**src/hw/rtl/wgd_pkg.sv**
```systemverilog
package wgd_pkg;

    localparam int ACCEL_W = 13;

    // storage depth of the queue between classifier and state engine
    localparam int QUEUE_DEPTH = 2;

    localparam logic [15:0] DEF_TIMEOUT_TICKS    = 16'd0;
    localparam logic [3:0]  DEF_ACTIVE_THRESHOLD = 4'd5;
    localparam logic [5:0]  DEF_DOWNWARD_WINDOW  = 6'd14;
    localparam logic [5:0]  DEF_AWAY_WINDOW      = 6'd12;

    localparam logic [3:0]  RUN_MAX    = 4'd15;
    localparam logic [5:0]  WINDOW_MAX = 6'd63;

    // box bounds, inclusive
    localparam logic signed [ACCEL_W-1:0] ACT_X_LO  = -13'sd500;
    localparam logic signed [ACCEL_W-1:0] ACT_X_HI  =  13'sd500;
    localparam logic signed [ACCEL_W-1:0] ACT_Y_LO  = -13'sd1100;
    localparam logic signed [ACCEL_W-1:0] ACT_Y_HI  = -13'sd200;
    localparam logic signed [ACCEL_W-1:0] ACT_Z_LO  = -13'sd1100;
    localparam logic signed [ACCEL_W-1:0] ACT_Z_HI  =  13'sd350;

    localparam logic signed [ACCEL_W-1:0] DNL_X_LO  =  13'sd800;
    localparam logic signed [ACCEL_W-1:0] DNL_X_HI  =  13'sd1000;
    localparam logic signed [ACCEL_W-1:0] DNR_X_LO  = -13'sd1000;
    localparam logic signed [ACCEL_W-1:0] DNR_X_HI  = -13'sd800;
    localparam logic signed [ACCEL_W-1:0] DN_Y_LO   = -13'sd500;
    localparam logic signed [ACCEL_W-1:0] DN_Y_HI   =  13'sd500;
    localparam logic signed [ACCEL_W-1:0] DN_Z_LO   = -13'sd800;
    localparam logic signed [ACCEL_W-1:0] DN_Z_HI   =  13'sd800;

    localparam logic signed [ACCEL_W-1:0] AWAY_X_LO = -13'sd600;
    localparam logic signed [ACCEL_W-1:0] AWAY_X_HI =  13'sd600;
    localparam logic signed [ACCEL_W-1:0] AWAY_Y_LO =  13'sd700;
    localparam logic signed [ACCEL_W-1:0] AWAY_Y_HI =  13'sd1200;
    localparam logic signed [ACCEL_W-1:0] AWAY_Z_LO = -13'sd500;
    localparam logic signed [ACCEL_W-1:0] AWAY_Z_HI =  13'sd500;

    typedef enum logic [2:0] {
        CLS_TICK   = 3'd0,
        CLS_ACTIVE = 3'd1,
        CLS_DOWN   = 3'd2,
        CLS_AWAY   = 3'd3,
        CLS_DEAD   = 3'd4
    } item_class_t;

    typedef enum logic [1:0] {
        GS_INACTIVE = 2'd0,
        GS_ACTIVE   = 2'd1,
        GS_TIMEDOUT = 2'd2
    } glance_state_t;

    typedef enum logic [1:0] {
        CFG_TIMEOUT_TICKS    = 2'd0,
        CFG_ACTIVE_THRESHOLD = 2'd1,
        CFG_DOWNWARD_WINDOW  = 2'd2,
        CFG_AWAY_WINDOW      = 2'd3
    } cfg_index_t;

    typedef struct packed {
        logic [15:0] timeout_ticks;
        logic [3:0]  active_threshold;
        logic [5:0]  downward_window;
        logic [5:0]  away_window;
    } cfg_t;

    function automatic logic in_range(
        input logic signed [ACCEL_W-1:0] v,
        input logic signed [ACCEL_W-1:0] lo,
        input logic signed [ACCEL_W-1:0] hi
    );
        return (v >= lo) && (v <= hi);
    endfunction

endpackage

```
**src/hw/rtl/wgd_front.sv**
```systemverilog
module wgd_front (
    input  logic                              func,
    input  logic signed [wgd_pkg::ACCEL_W-1:0] accel_x,
    input  logic signed [wgd_pkg::ACCEL_W-1:0] accel_y,
    input  logic signed [wgd_pkg::ACCEL_W-1:0] accel_z,
    output wgd_pkg::item_class_t              item_class
);

    logic hit_active;
    logic hit_down_left;
    logic hit_down_right;
    logic hit_away;

    assign hit_active = wgd_pkg::in_range(accel_x, wgd_pkg::ACT_X_LO, wgd_pkg::ACT_X_HI)
                     && wgd_pkg::in_range(accel_y, wgd_pkg::ACT_Y_LO, wgd_pkg::ACT_Y_HI)
                     && wgd_pkg::in_range(accel_z, wgd_pkg::ACT_Z_LO, wgd_pkg::ACT_Z_HI);

    assign hit_down_left = wgd_pkg::in_range(accel_x, wgd_pkg::DNL_X_LO, wgd_pkg::DNL_X_HI)
                        && wgd_pkg::in_range(accel_y, wgd_pkg::DN_Y_LO, wgd_pkg::DN_Y_HI)
                        && wgd_pkg::in_range(accel_z, wgd_pkg::DN_Z_LO, wgd_pkg::DN_Z_HI);

    assign hit_down_right = wgd_pkg::in_range(accel_x, wgd_pkg::DNR_X_LO, wgd_pkg::DNR_X_HI)
                         && wgd_pkg::in_range(accel_y, wgd_pkg::DN_Y_LO, wgd_pkg::DN_Y_HI)
                         && wgd_pkg::in_range(accel_z, wgd_pkg::DN_Z_LO, wgd_pkg::DN_Z_HI);

    assign hit_away = wgd_pkg::in_range(accel_x, wgd_pkg::AWAY_X_LO, wgd_pkg::AWAY_X_HI)
                   && wgd_pkg::in_range(accel_y, wgd_pkg::AWAY_Y_LO, wgd_pkg::AWAY_Y_HI)
                   && wgd_pkg::in_range(accel_z, wgd_pkg::AWAY_Z_LO, wgd_pkg::AWAY_Z_HI);

    // active box wins over the others
    always_comb
    begin
        priority if (func)
            item_class = wgd_pkg::CLS_TICK;
        else if (hit_active)
            item_class = wgd_pkg::CLS_ACTIVE;
        else if (hit_down_left || hit_down_right)
            item_class = wgd_pkg::CLS_DOWN;
        else if (hit_away)
            item_class = wgd_pkg::CLS_AWAY;
        else
            item_class = wgd_pkg::CLS_DEAD;
    end

endmodule

```
**src/hw/rtl/wgd_queue.sv**
```systemverilog
module wgd_queue #(
    parameter int DEPTH = wgd_pkg::QUEUE_DEPTH
) (
    input  logic                 clk,
    input  logic                 rst_n,
    input  logic                 in_valid,
    output logic                 in_ready,
    input  wgd_pkg::item_class_t in_class,
    output logic                 out_valid,
    input  logic                 out_ready,
    output wgd_pkg::item_class_t out_class
);

    localparam int PTR_W = (DEPTH > 1) ? $clog2(DEPTH) : 1;
    localparam int CNT_W = $clog2(DEPTH + 1);
    localparam logic [PTR_W-1:0] LAST_PTR = PTR_W'(DEPTH - 1);
    localparam logic [CNT_W-1:0] FULL_CNT = CNT_W'(DEPTH);

    wgd_pkg::item_class_t mem_reg [DEPTH];

    logic [PTR_W-1:0] wr_ptr_reg, wr_ptr_next;
    logic [PTR_W-1:0] rd_ptr_reg, rd_ptr_next;
    logic [CNT_W-1:0] count_reg, count_next;
    logic             push;
    logic             pop;

    assign in_ready  = (count_reg != FULL_CNT);
    assign out_valid = (count_reg != '0);
    assign push      = in_valid && in_ready;
    assign pop       = out_valid && out_ready;
    assign out_class = mem_reg[rd_ptr_reg];

    always_comb
    begin
        wr_ptr_next = wr_ptr_reg;
        rd_ptr_next = rd_ptr_reg;
        count_next  = count_reg;
        if (push)
            wr_ptr_next = (wr_ptr_reg == LAST_PTR) ? '0 : wr_ptr_reg + PTR_W'(1);
        if (pop)
            rd_ptr_next = (rd_ptr_reg == LAST_PTR) ? '0 : rd_ptr_reg + PTR_W'(1);
        if (push && !pop)
            count_next = count_reg + CNT_W'(1);
        else if (pop && !push)
            count_next = count_reg - CNT_W'(1);
    end

    always_ff @(posedge clk or negedge rst_n)
    begin
        if (!rst_n)
        begin
            wr_ptr_reg <= '0;
            rd_ptr_reg <= '0;
            count_reg  <= '0;
        end
        else
        begin
            wr_ptr_reg <= wr_ptr_next;
            rd_ptr_reg <= rd_ptr_next;
            count_reg  <= count_next;
        end
    end

    always_ff @(posedge clk)
    begin
        if (push)
            mem_reg[wr_ptr_reg] <= in_class;
    end

endmodule

```
**src/hw/rtl/wgd_back.sv**
```systemverilog
module wgd_back (
    input  logic                 clk,
    input  logic                 rst_n,
    input  wgd_pkg::cfg_t        cfg,
    input  logic                 q_valid,
    output logic                 q_ready,
    input  wgd_pkg::item_class_t q_class,
    output logic                 out_valid,
    input  logic                 out_ready,
    output logic [1:0]           glance_state,
    output logic                 state_changed
);

    wgd_pkg::glance_state_t state_reg, state_next;
    logic        rearmed_reg, rearmed_next;
    logic [3:0]  run_reg, run_next;
    logic [5:0]  window_reg, window_next;
    logic [15:0] tleft_reg, tleft_next;
    logic        tarmed_reg, tarmed_next;

    logic        out_valid_reg, out_valid_next;
    logic [1:0]  glance_state_reg, glance_state_next;
    logic        state_changed_reg, state_changed_next;

    logic        pop;

    // output register frees up when empty or being taken
    assign q_ready = !out_valid_reg || out_ready;
    assign pop     = q_valid && q_ready;

    // state update for the transaction at the queue head
    always_comb
    begin
        logic [3:0]  run_inc;
        logic [15:0] tdec;
        logic [5:0]  win_load;

        run_inc  = (run_reg == wgd_pkg::RUN_MAX) ? run_reg : run_reg + 4'd1;
        tdec     = (tleft_reg != '0) ? tleft_reg - 16'd1 : tleft_reg;
        win_load = '0;

        state_next   = state_reg;
        rearmed_next = rearmed_reg;
        run_next     = run_reg;
        window_next  = window_reg;
        tleft_next   = tleft_reg;
        tarmed_next  = tarmed_reg;

        if (pop)
        begin
            unique case (q_class)
                wgd_pkg::CLS_TICK:
                begin
                    if (tarmed_reg)
                    begin
                        tleft_next = tdec;
                        if (tdec == '0)
                        begin
                            tarmed_next = 1'b0;
                            state_next  = wgd_pkg::GS_TIMEDOUT;
                        end
                    end
                end
                wgd_pkg::CLS_ACTIVE:
                begin
                    run_next = run_inc;
                    if (rearmed_reg && (run_inc >= cfg.active_threshold)
                        && (window_reg != '0))
                    begin
                        rearmed_next = 1'b0;
                        state_next   = wgd_pkg::GS_ACTIVE;
                        if (cfg.timeout_ticks != '0)
                        begin
                            tleft_next  = cfg.timeout_ticks;
                            tarmed_next = 1'b1;
                        end
                    end
                end
                wgd_pkg::CLS_DOWN,
                wgd_pkg::CLS_AWAY:
                begin
                    win_load = (q_class == wgd_pkg::CLS_DOWN) ?
                               cfg.downward_window : cfg.away_window;
                    rearmed_next = 1'b1;
                    run_next     = '0;
                    window_next  = (win_load == wgd_pkg::WINDOW_MAX) ?
                                   wgd_pkg::WINDOW_MAX : win_load + 6'd1;
                    state_next   = wgd_pkg::GS_INACTIVE;
                    tarmed_next  = 1'b0;
                    tleft_next   = '0;
                end
                default:
                begin
                    run_next = '0;
                end
            endcase

            // window ages by one per sample
            if ((q_class != wgd_pkg::CLS_TICK) && (window_next != '0))
                window_next = window_next - 6'd1;
        end
    end

    always_comb
    begin
        out_valid_next     = out_valid_reg;
        glance_state_next  = glance_state_reg;
        state_changed_next = state_changed_reg;
        if (pop)
        begin
            out_valid_next     = 1'b1;
            glance_state_next  = state_next;
            state_changed_next = (state_next != state_reg);
        end
        else if (out_ready)
        begin
            out_valid_next = 1'b0;
        end
    end

    always_ff @(posedge clk or negedge rst_n)
    begin
        if (!rst_n)
        begin
            state_reg     <= wgd_pkg::GS_INACTIVE;
            rearmed_reg   <= 1'b1;
            run_reg       <= '0;
            window_reg    <= '0;
            tleft_reg     <= '0;
            tarmed_reg    <= 1'b0;
            out_valid_reg <= 1'b0;
        end
        else
        begin
            state_reg     <= state_next;
            rearmed_reg   <= rearmed_next;
            run_reg       <= run_next;
            window_reg    <= window_next;
            tleft_reg     <= tleft_next;
            tarmed_reg    <= tarmed_next;
            out_valid_reg <= out_valid_next;
        end
    end

    always_ff @(posedge clk)
    begin
        glance_state_reg  <= glance_state_next;
        state_changed_reg <= state_changed_next;
    end

    assign out_valid     = out_valid_reg;
    assign glance_state  = glance_state_reg;
    assign state_changed = state_changed_reg;

    a_timeout_only_when_active: assert property (@(posedge clk) disable iff (!rst_n)
        tarmed_reg |-> (state_reg == wgd_pkg::GS_ACTIVE))
        else $error("timeout running outside active state");

    a_inactive_is_rearmed: assert property (@(posedge clk) disable iff (!rst_n)
        (state_reg == wgd_pkg::GS_INACTIVE) |-> rearmed_reg)
        else $error("inactive state without rearm");

    a_pose_clears_run: assert property (@(posedge clk) disable iff (!rst_n)
        (pop && ((q_class == wgd_pkg::CLS_DOWN) || (q_class == wgd_pkg::CLS_AWAY)))
        |=> (rearmed_reg && (run_reg == '0) && !tarmed_reg))
        else $error("inactive pose did not reset the run");

    a_pop_fills_output: assert property (@(posedge clk) disable iff (!rst_n)
        pop |=> (out_valid_reg && (glance_state_reg == state_reg)))
        else $error("popped transaction did not reach the output register");

endmodule

```
**src/hw/rtl/wrist_glance_detector_core.sv**
```systemverilog
// Wrist glance detector. Each transaction is an accelerometer sample
// (func = 0) or a timer tick (func = 1) and yields exactly one result
// carrying the glance state and a changed flag. One transaction per clock
// is sustained while out_ready stays high; the box classifier writes the
// class into the queue when the transaction is accepted, and the state
// update fills the output register from the queue head. The queue of
// QUEUE_DEPTH entries lets input keep flowing while the output side stalls.
// Configuration writes take effect on the next clock and must only be
// issued while idle.
module wrist_glance_detector_core #(
    parameter int QUEUE_DEPTH = wgd_pkg::QUEUE_DEPTH
) (
    input  logic                              clk,
    input  logic                              rst_n,

    input  logic                              cfg_we,
    input  logic [1:0]                        cfg_index,
    input  logic [15:0]                       cfg_data,

    input  logic                              in_valid,
    output logic                              in_ready,
    input  logic                              func,
    input  logic signed [wgd_pkg::ACCEL_W-1:0] accel_x,
    input  logic signed [wgd_pkg::ACCEL_W-1:0] accel_y,
    input  logic signed [wgd_pkg::ACCEL_W-1:0] accel_z,

    output logic                              out_valid,
    input  logic                              out_ready,
    output logic [1:0]                        glance_state,
    output logic                              state_changed
);

    wgd_pkg::cfg_t        cfg_reg;
    wgd_pkg::item_class_t front_class;
    wgd_pkg::item_class_t q_class;
    logic                 q_valid;
    logic                 q_ready;

    always_ff @(posedge clk or negedge rst_n)
    begin
        if (!rst_n)
        begin
            cfg_reg.timeout_ticks    <= wgd_pkg::DEF_TIMEOUT_TICKS;
            cfg_reg.active_threshold <= wgd_pkg::DEF_ACTIVE_THRESHOLD;
            cfg_reg.downward_window  <= wgd_pkg::DEF_DOWNWARD_WINDOW;
            cfg_reg.away_window      <= wgd_pkg::DEF_AWAY_WINDOW;
        end
        else if (cfg_we)
        begin
            unique case (cfg_index)
                wgd_pkg::CFG_TIMEOUT_TICKS:    cfg_reg.timeout_ticks    <= cfg_data;
                wgd_pkg::CFG_ACTIVE_THRESHOLD: cfg_reg.active_threshold <= cfg_data[3:0];
                wgd_pkg::CFG_DOWNWARD_WINDOW:  cfg_reg.downward_window  <= cfg_data[5:0];
                wgd_pkg::CFG_AWAY_WINDOW:      cfg_reg.away_window      <= cfg_data[5:0];
                default: ;
            endcase
        end
    end

    wgd_front u_front (
        .func       (func),
        .accel_x    (accel_x),
        .accel_y    (accel_y),
        .accel_z    (accel_z),
        .item_class (front_class)
    );

    wgd_queue #(
        .DEPTH (QUEUE_DEPTH)
    ) u_queue (
        .clk       (clk),
        .rst_n     (rst_n),
        .in_valid  (in_valid),
        .in_ready  (in_ready),
        .in_class  (front_class),
        .out_valid (q_valid),
        .out_ready (q_ready),
        .out_class (q_class)
    );

    wgd_back u_back (
        .clk           (clk),
        .rst_n         (rst_n),
        .cfg           (cfg_reg),
        .q_valid       (q_valid),
        .q_ready       (q_ready),
        .q_class       (q_class),
        .out_valid     (out_valid),
        .out_ready     (out_ready),
        .glance_state  (glance_state),
        .state_changed (state_changed)
    );

endmodule

```
**config.mk**
```make
export PLATFORM = sky130hd
export DESIGN_NAME = wrist_glance_detector_core
export DESIGN_NICKNAME = d
export VERILOG_FILES = /design/src/hw/rtl/wgd_pkg.sv /design/src/hw/rtl/wgd_front.sv /design/src/hw/rtl/wgd_queue.sv /design/src/hw/rtl/wgd_back.sv /design/src/hw/rtl/wrist_glance_detector_core.sv
export SDC_FILE = /design/constraint.sdc
export NUM_CORES = 1
export LEC_CHECK = 0
export BUFFER_PORTS_ARGS = -buffer_cell sky130_fd_sc_hd__buf_2
export CAP_MARGIN = 20
export CORE_ASPECT_RATIO = 1.25
export CORE_MARGIN = 3
export CORE_UTILIZATION = 35
export CTS_BUF_LIST = sky130_fd_sc_hd__clkbuf_4 sky130_fd_sc_hd__clkbuf_8
export CTS_CLUSTER_DIAMETER = 50
export DETAILED_ROUTE_END_ITERATION = 10
export PLACE_DENSITY = 0.52
export SKIP_CTS_REPAIR_TIMING = 1
export SYNTH_ARGS = -nofsm -noshare
export SYNTH_HDL_FRONTEND = slang
export SYNTH_SLANG_ARGS = --single-unit
```
**constraint.sdc**
```tcl
create_clock -name clk -period 4.39 [get_ports clk]
set_clock_uncertainty 0.2 [all_clocks]
set_input_delay 0 -clock clk [delete_from_list [all_inputs] [get_ports clk]]
set_output_delay 0 -clock clk [all_outputs]
set_load 0.005 [all_outputs]
```
==> impl_metrics.yaml, run 1 <==
cts:
  cts.sinks: 76
  clock-root-buffer: "clkbuf_8"
  clock_latency_ps: 370
  clk_pin_slew_ps: 90
  htree_levels: 3
  cts_tree: "yes"
  cts-buffers-inserted: 9
  clock_path_buffers: 2
global_routing:
  met2_usage_pct: 30.9
  grt_use_met1_pct: 20.8
  grt_pass1_wl_mm: 22.3
  grt_usage_pct: 17.0
  grt_overflow: 0
  busiest_layer: "met2"
  met3_usage_pct: 2.75
  grt_pass1_vias: 4538
  grt_max_degree: 47
  antenna_found_initial: 0
die:
  num_io_pins: 68
  die-height_um: 141
  rows: 48
  die_w_um: 114
  coreArea_mm2: 0.0141
  die_area_mm2: 0.0160
  start_util_pct: 36.2
logic_synthesis:
  synth-seq-cells: 76
  ys.flop_type: "dfrtp_1"
  synth_top_area_share_pct: 29.0
  synth-edff-count: 9
  async_flop_share_pct: 88.2
  synth_area_leaders: "dfrtp_1, mux2_2, edfxtp_1"
  yosysMostFrequentCell: "dfrtp_1"
  avgSynthCellArea_um2: 9.16
  ys_seq_area_share_pct: 38.4
  netlist_area_mm2: 0.00509
  synth_nets: 630
  yosysUniqueCellTypes: 73
  synth_top_cell_by_area: "dfrtp_1"
  netlist_instances: 556
  synth_common_cells: "dfrtp_1, nor2_1, nand2_1"
  synth_warnings: 0
worst_setup_path:
  path_class: "flop to flop"
  path_max_fanout: 14
  worstPathRequired_ps: 4450
  startpoint_type: "flop"
  end_kind: "flop"
  arrival_ps: 3940
timing:
  finalHoldViolations: 0
  fmax_ghz: 0.258
  min_period_over_period_pct: 88.4
  finalSetupViolCount: 0
  max_slew.worst_pin.slew_ps: 665
  tns_ps: 0
  slew_headroom_pct: 55.5
  post-route-worst-setup-slack_ps: 509
  drv_slew: 0
  rsz0062_at_grt: "no"
  min_period_ps: 3880
power_and_ir_drop:
  power.density_mw_per_mm2: 546
  peakVddDrop_uv: 221
  p_leak_nw: 2.52
status:
  status: "completed"
layout:
  final_core_util_pct: 43.6
  largest_reg_flops: 32
  diodes: 0
  area_growth_pct: 20.3
  nets: 726
  drive_gt1_share_pct: 22.8
routing:
  antenna_left: 0
  routed_wl_mm: 13.8
  vias: 4675
  avgRoutedWirePerCell_um: 16.5
  drt_pass1_iterations: 5
  drc: 0
  drtIter0Drc: 287
  vias_per_cell: 5.62
run:
  cap_violations: 0
placed_design:
  hpwl_mm: 10.4
  routabilityCongestion: 0.879
  place_ws_ps: 345
  io_buffers: 67
min_path:
  min_path_type: "primary input to flop"
final cells by class:
cell class / instances / area [µm²]
clock buffers: 9 / 124
clock inverters: 7 / 90.1
fillers: 1425 / 7930
inverters: 11 / 41.3
multi-input cells: 452 / 3030
flip-flops and latches: 76 / 1960
well taps: 175 / 219
repair buffers: 102 / 667
placed cells by master, fill, tap and decap left out, types with 18 or more instances in the layout:
cell type	Yosys	routed
buf_2	3	67
a21oi_1	26	26
nor3_1	22	22
dlygate4sd3_1	0	26
nand2_1	45	45
nand3_1	20	20
nor4_1	18	18
nor2_1	50	50
o21ai_0	44	43
mux2_2	34	34
dfrtp_1	59	59
final timing paths:
kind                                          to                from  cells past startpoint  slack [ps]
min                        u_queue.mem_reg[1][0]         accel_y[11]                      4          10
min reg2reg                     u_back.out_valid    u_back.out_valid                      2         300
max                         u_back.window_reg[5]  u_queue.rd_ptr_reg                     17         510
max reg2reg                 u_back.window_reg[5]  u_queue.rd_ptr_reg                     17         510
min in group asynchronous    u_back.state_reg[1]               rst_n                      3         400
max in group asynchronous    u_back.tleft_reg[6]               rst_n                      4        2230
layer usage:
layer | routed length, µm | vias up | share of wire [%]
met5 | 0 | - | 0
met4 | 180 | 0 | 1.3
met2 | 7310 | 81 | 53
li1 | - | 2323 | -
met3 | 364 | 17 | 2.6
met1 | 5910 | 2254 | 43
through the flow:
| stage | total power [W] | area, µm² | hold WS, ps | cells |
|---|---|---|---|---|
| floorplan | 0.00229 | 5090 | -496 | 556 |
| detailed placement | 0.00273 | 5640 | -174 | 790 |
| global route | 0.00364 | 6130 | 27.3 | 832 |
| global placement | 0.00270 | 5630 | -181 | 789 |
| finish | 0.00334 | 6130 | 14.9 | 832 |
| CTS | 0.00334 | 5850 | -592 | 806 |
power by group:
part | internal [W] | leakage (nW) | switching, W
clock | 0.000280 | 0.110 | 0.000309
sequential | 0.000934 | 0.900 | 0.000260
combinational | 0.000662 | 1.51 | 0.000898
worst max-delay path, stage by stage, from the launching register on:
cell,delay [ps]
dfrtp_1,520
nor4b_4,400
or2_1,190
nand2_1,60
nand2_1,80
ha_2,300
nand3_1,180
nor4_1,200
a21oi_1,90
a21oi_1,180
inv_1,100
ha_1,230
nand2_1,70
nor3_1,70
a31oi_4,250
nand4_2,150
mux2_1,350
o32a_1,150
cell families after synthesis:
logic type / Yosys count / synth area share, %
adder cells (fa/ha/maj): 11 / 2.70
XOR/XNOR: 14 / 2.41
multiplexers: 40 / 8.72
buffers and inverters: 28 / 2.43
flip-flops: 76 / 38.4
AND/OR/NAND/NOR: 233 / 24.8
AO/OA/AOI/OAI: 154 / 20.5
Power figures use the tool's default switching activity.
==> run 2: changes to the inputs <==
--- a/config.mk
+++ b/config.mk
@@ -7,13 +7,14 @@
 export LEC_CHECK = 0
 export BUFFER_PORTS_ARGS = -buffer_cell sky130_fd_sc_hd__buf_2
 export CAP_MARGIN = 20
-export CORE_ASPECT_RATIO = 1.25
+export CORE_ASPECT_RATIO = 0.5
 export CORE_MARGIN = 3
 export CORE_UTILIZATION = 35
 export CTS_BUF_LIST = sky130_fd_sc_hd__clkbuf_4 sky130_fd_sc_hd__clkbuf_8
 export CTS_CLUSTER_DIAMETER = 50
 export DETAILED_ROUTE_END_ITERATION = 10
 export PLACE_DENSITY = 0.52
+export SETUP_SLACK_MARGIN = 0.3
 export SKIP_CTS_REPAIR_TIMING = 1
 export SYNTH_ARGS = -nofsm -noshare
 export SYNTH_HDL_FRONTEND = slang
==> run 2 against run 1 <==
Net effect: critical path type unchanged; count of clock-buffer cells in the layout grew 3; sequential power is essentially flat; die area grew 0.50%; the run now ends with hold timing left; worst hold slack got worse by 27 ps; total power shrank 0.26%; clock power fell by 3.4%; global-route usage decreased by 0.64 points; core utilization increased by 0.51 points; sequential share of layout area hardly changed; routed wire length down 3.8%; critical path depth is 1 lower.
==> impl_metrics.yaml, run 2 (synthesized netlist as in run 1, its figures left out) <==
placed_design:
  io_buffers: 67
  place_ws_ps: 399
  hpwl_mm: 9.80
  routabilityCongestion: 0.838
power_and_ir_drop:
  p_leak_nw: 2.51
  power.density_mw_per_mm2: 544
  peakVddDrop_uv: 185
  total_power_w: 0.00333
cts:
  clock_latency_ps: 360
  clock_path_buffers: 2
  cts_tree: "yes"
  cts-buffers-inserted: 9
  clk_pin_slew_ps: 90
  clock-root-buffer: "clkbuf_8"
  cts.sinks: 76
  htree_levels: 3
global_routing:
  grt_overflow: 0
  grt_pass1_wl_mm: 21.8
  antenna_found_initial: 0
  grt_usage_pct: 16.3
  grt_pass1_vias: 4391
  grt_max_degree: 42
routing:
  drt_pass1_iterations: 4
  vias: 4706
  vias_per_cell: 5.56
  routed_wl_mm: 13.2
  drc: 0
  antenna_left: 0
  avgRoutedWirePerCell_um: 15.6
  drtIter0Drc: 227
layout:
  nets: 724
  area_growth_pct: 20.3
  diodes: 0
  multi_input_area_mm2: 0.00304
  final_core_util_pct: 44.1
  regArea_mm2: 0.00196
  final_cell_mix: "buf_2, dfrtp_1, nor2_1"
  largest_reg_flops: 32
  drive_gt1_share_pct: 23.2
  layout_commonest_cell: "buf_2"
  nFillCells: 1372
worst_setup_path:
  path_class: "flop to flop"
  arrival_ps: 3750
  end_kind: "flop"
  path_max_fanout: 14
  worstPathRequired_ps: 4430
  ff2ff_path_depth: 16
  startpoint_type: "flop"
timing:
  min_period_ps: 3710
  rsz0062_at_grt: "no"
  post-route-worst-setup-slack_ps: 684
  finalSetupViolCount: 0
  whs_ps: -12.4
  slew_headroom_pct: 50.7
  max_slew.worst_pin.slew_ps: 737
  tns_ps: 0
  min_period_over_period_pct: 84.4
  drv_slew: 0
  fmax_ghz: 0.270
  finalHoldViolations: 4
die:
  coreArea_mm2: 0.0139
  die_w_um: 177
  die-height_um: 91.3
  num_io_pins: 68
  die_area_mm2: 0.0161
  start_util_pct: 36.7
  rows: 30
run:
  cap_violations: 0
status:
  status: "finished with violations"
  violations: "hold timing"
min_path:
  min_path_type: "primary input to async pin"
run 2: critical path, stage by stage, from the launching register on:
cell,delay (ps)
dfrtp_2,500
nor4b_4,360
or2_1,200
nand2_1,60
nand2_1,110
ha_4,220
nand3_1,130
nor4_1,190
a21oi_1,100
a21oi_1,180
inv_1,100
ha_1,230
and4_1,180
a31oi_4,200
nand4_2,150
and3_1,210
o32a_1,280
run 2: layout make-up:
type | instances | area share (%)
clock buffer | 12 | 2.59
clock inverter | 4 | 0.776
inverter | 11 | 0.674
multi-input combinational | 452 | 49.6
sequential | 76 | 32.0
tap | 192 | 3.92
timing repair buffer | 100 | 10.5
run 2: per-layer routing:
metal | wire length, µm | part of all wire, % | GRT usage, %
met1 | 6610 | 50 | 22.7
met2 | 5900 | 45 | 25.7
met3 | 556 | 4.2 | 3.84
met4 | 172 | 1.3 | 3.85
met5 | 0 | 0 | 0
run 2: power by group:
group | switching (W) | internal [W] | total [W]
Combinational | 0.000910 | 0.000670 | 0.00158
Sequential | 0.000249 | 0.000936 | 0.00119
Clock | 0.000271 | 0.000298 | 0.000569
run 2: path summary, 6_finish.rpt:
path	slack (ps)	start	to
min reg2reg	290	u_queue.wr_ptr_reg	u_queue.wr_ptr_reg
min	-10	rst_n	u_back.tleft_reg[10]
max in group asynchronous	3000	rst_n	cfg_reg[3]
min in group clk	10	accel_y[11]	u_queue.mem_reg[0][0]
max reg2reg	680	u_queue.rd_ptr_reg	u_back.window_reg[5]
max	680	u_queue.rd_ptr_reg	u_back.window_reg[5]
run 2: stage by stage:
stage | cell area [µm²] | hold WS [ps] | cells
4_1_cts | 5870 | -533 | 824
3_5_place_dp | 5670 | -133 | 808
5_1_grt | 6120 | 29.2 | 847
2_1_floorplan | 5090 | -496 | 556
6_report | 6120 | -12.4 | 847
3_3_place_gp | 5660 | -132 | 807
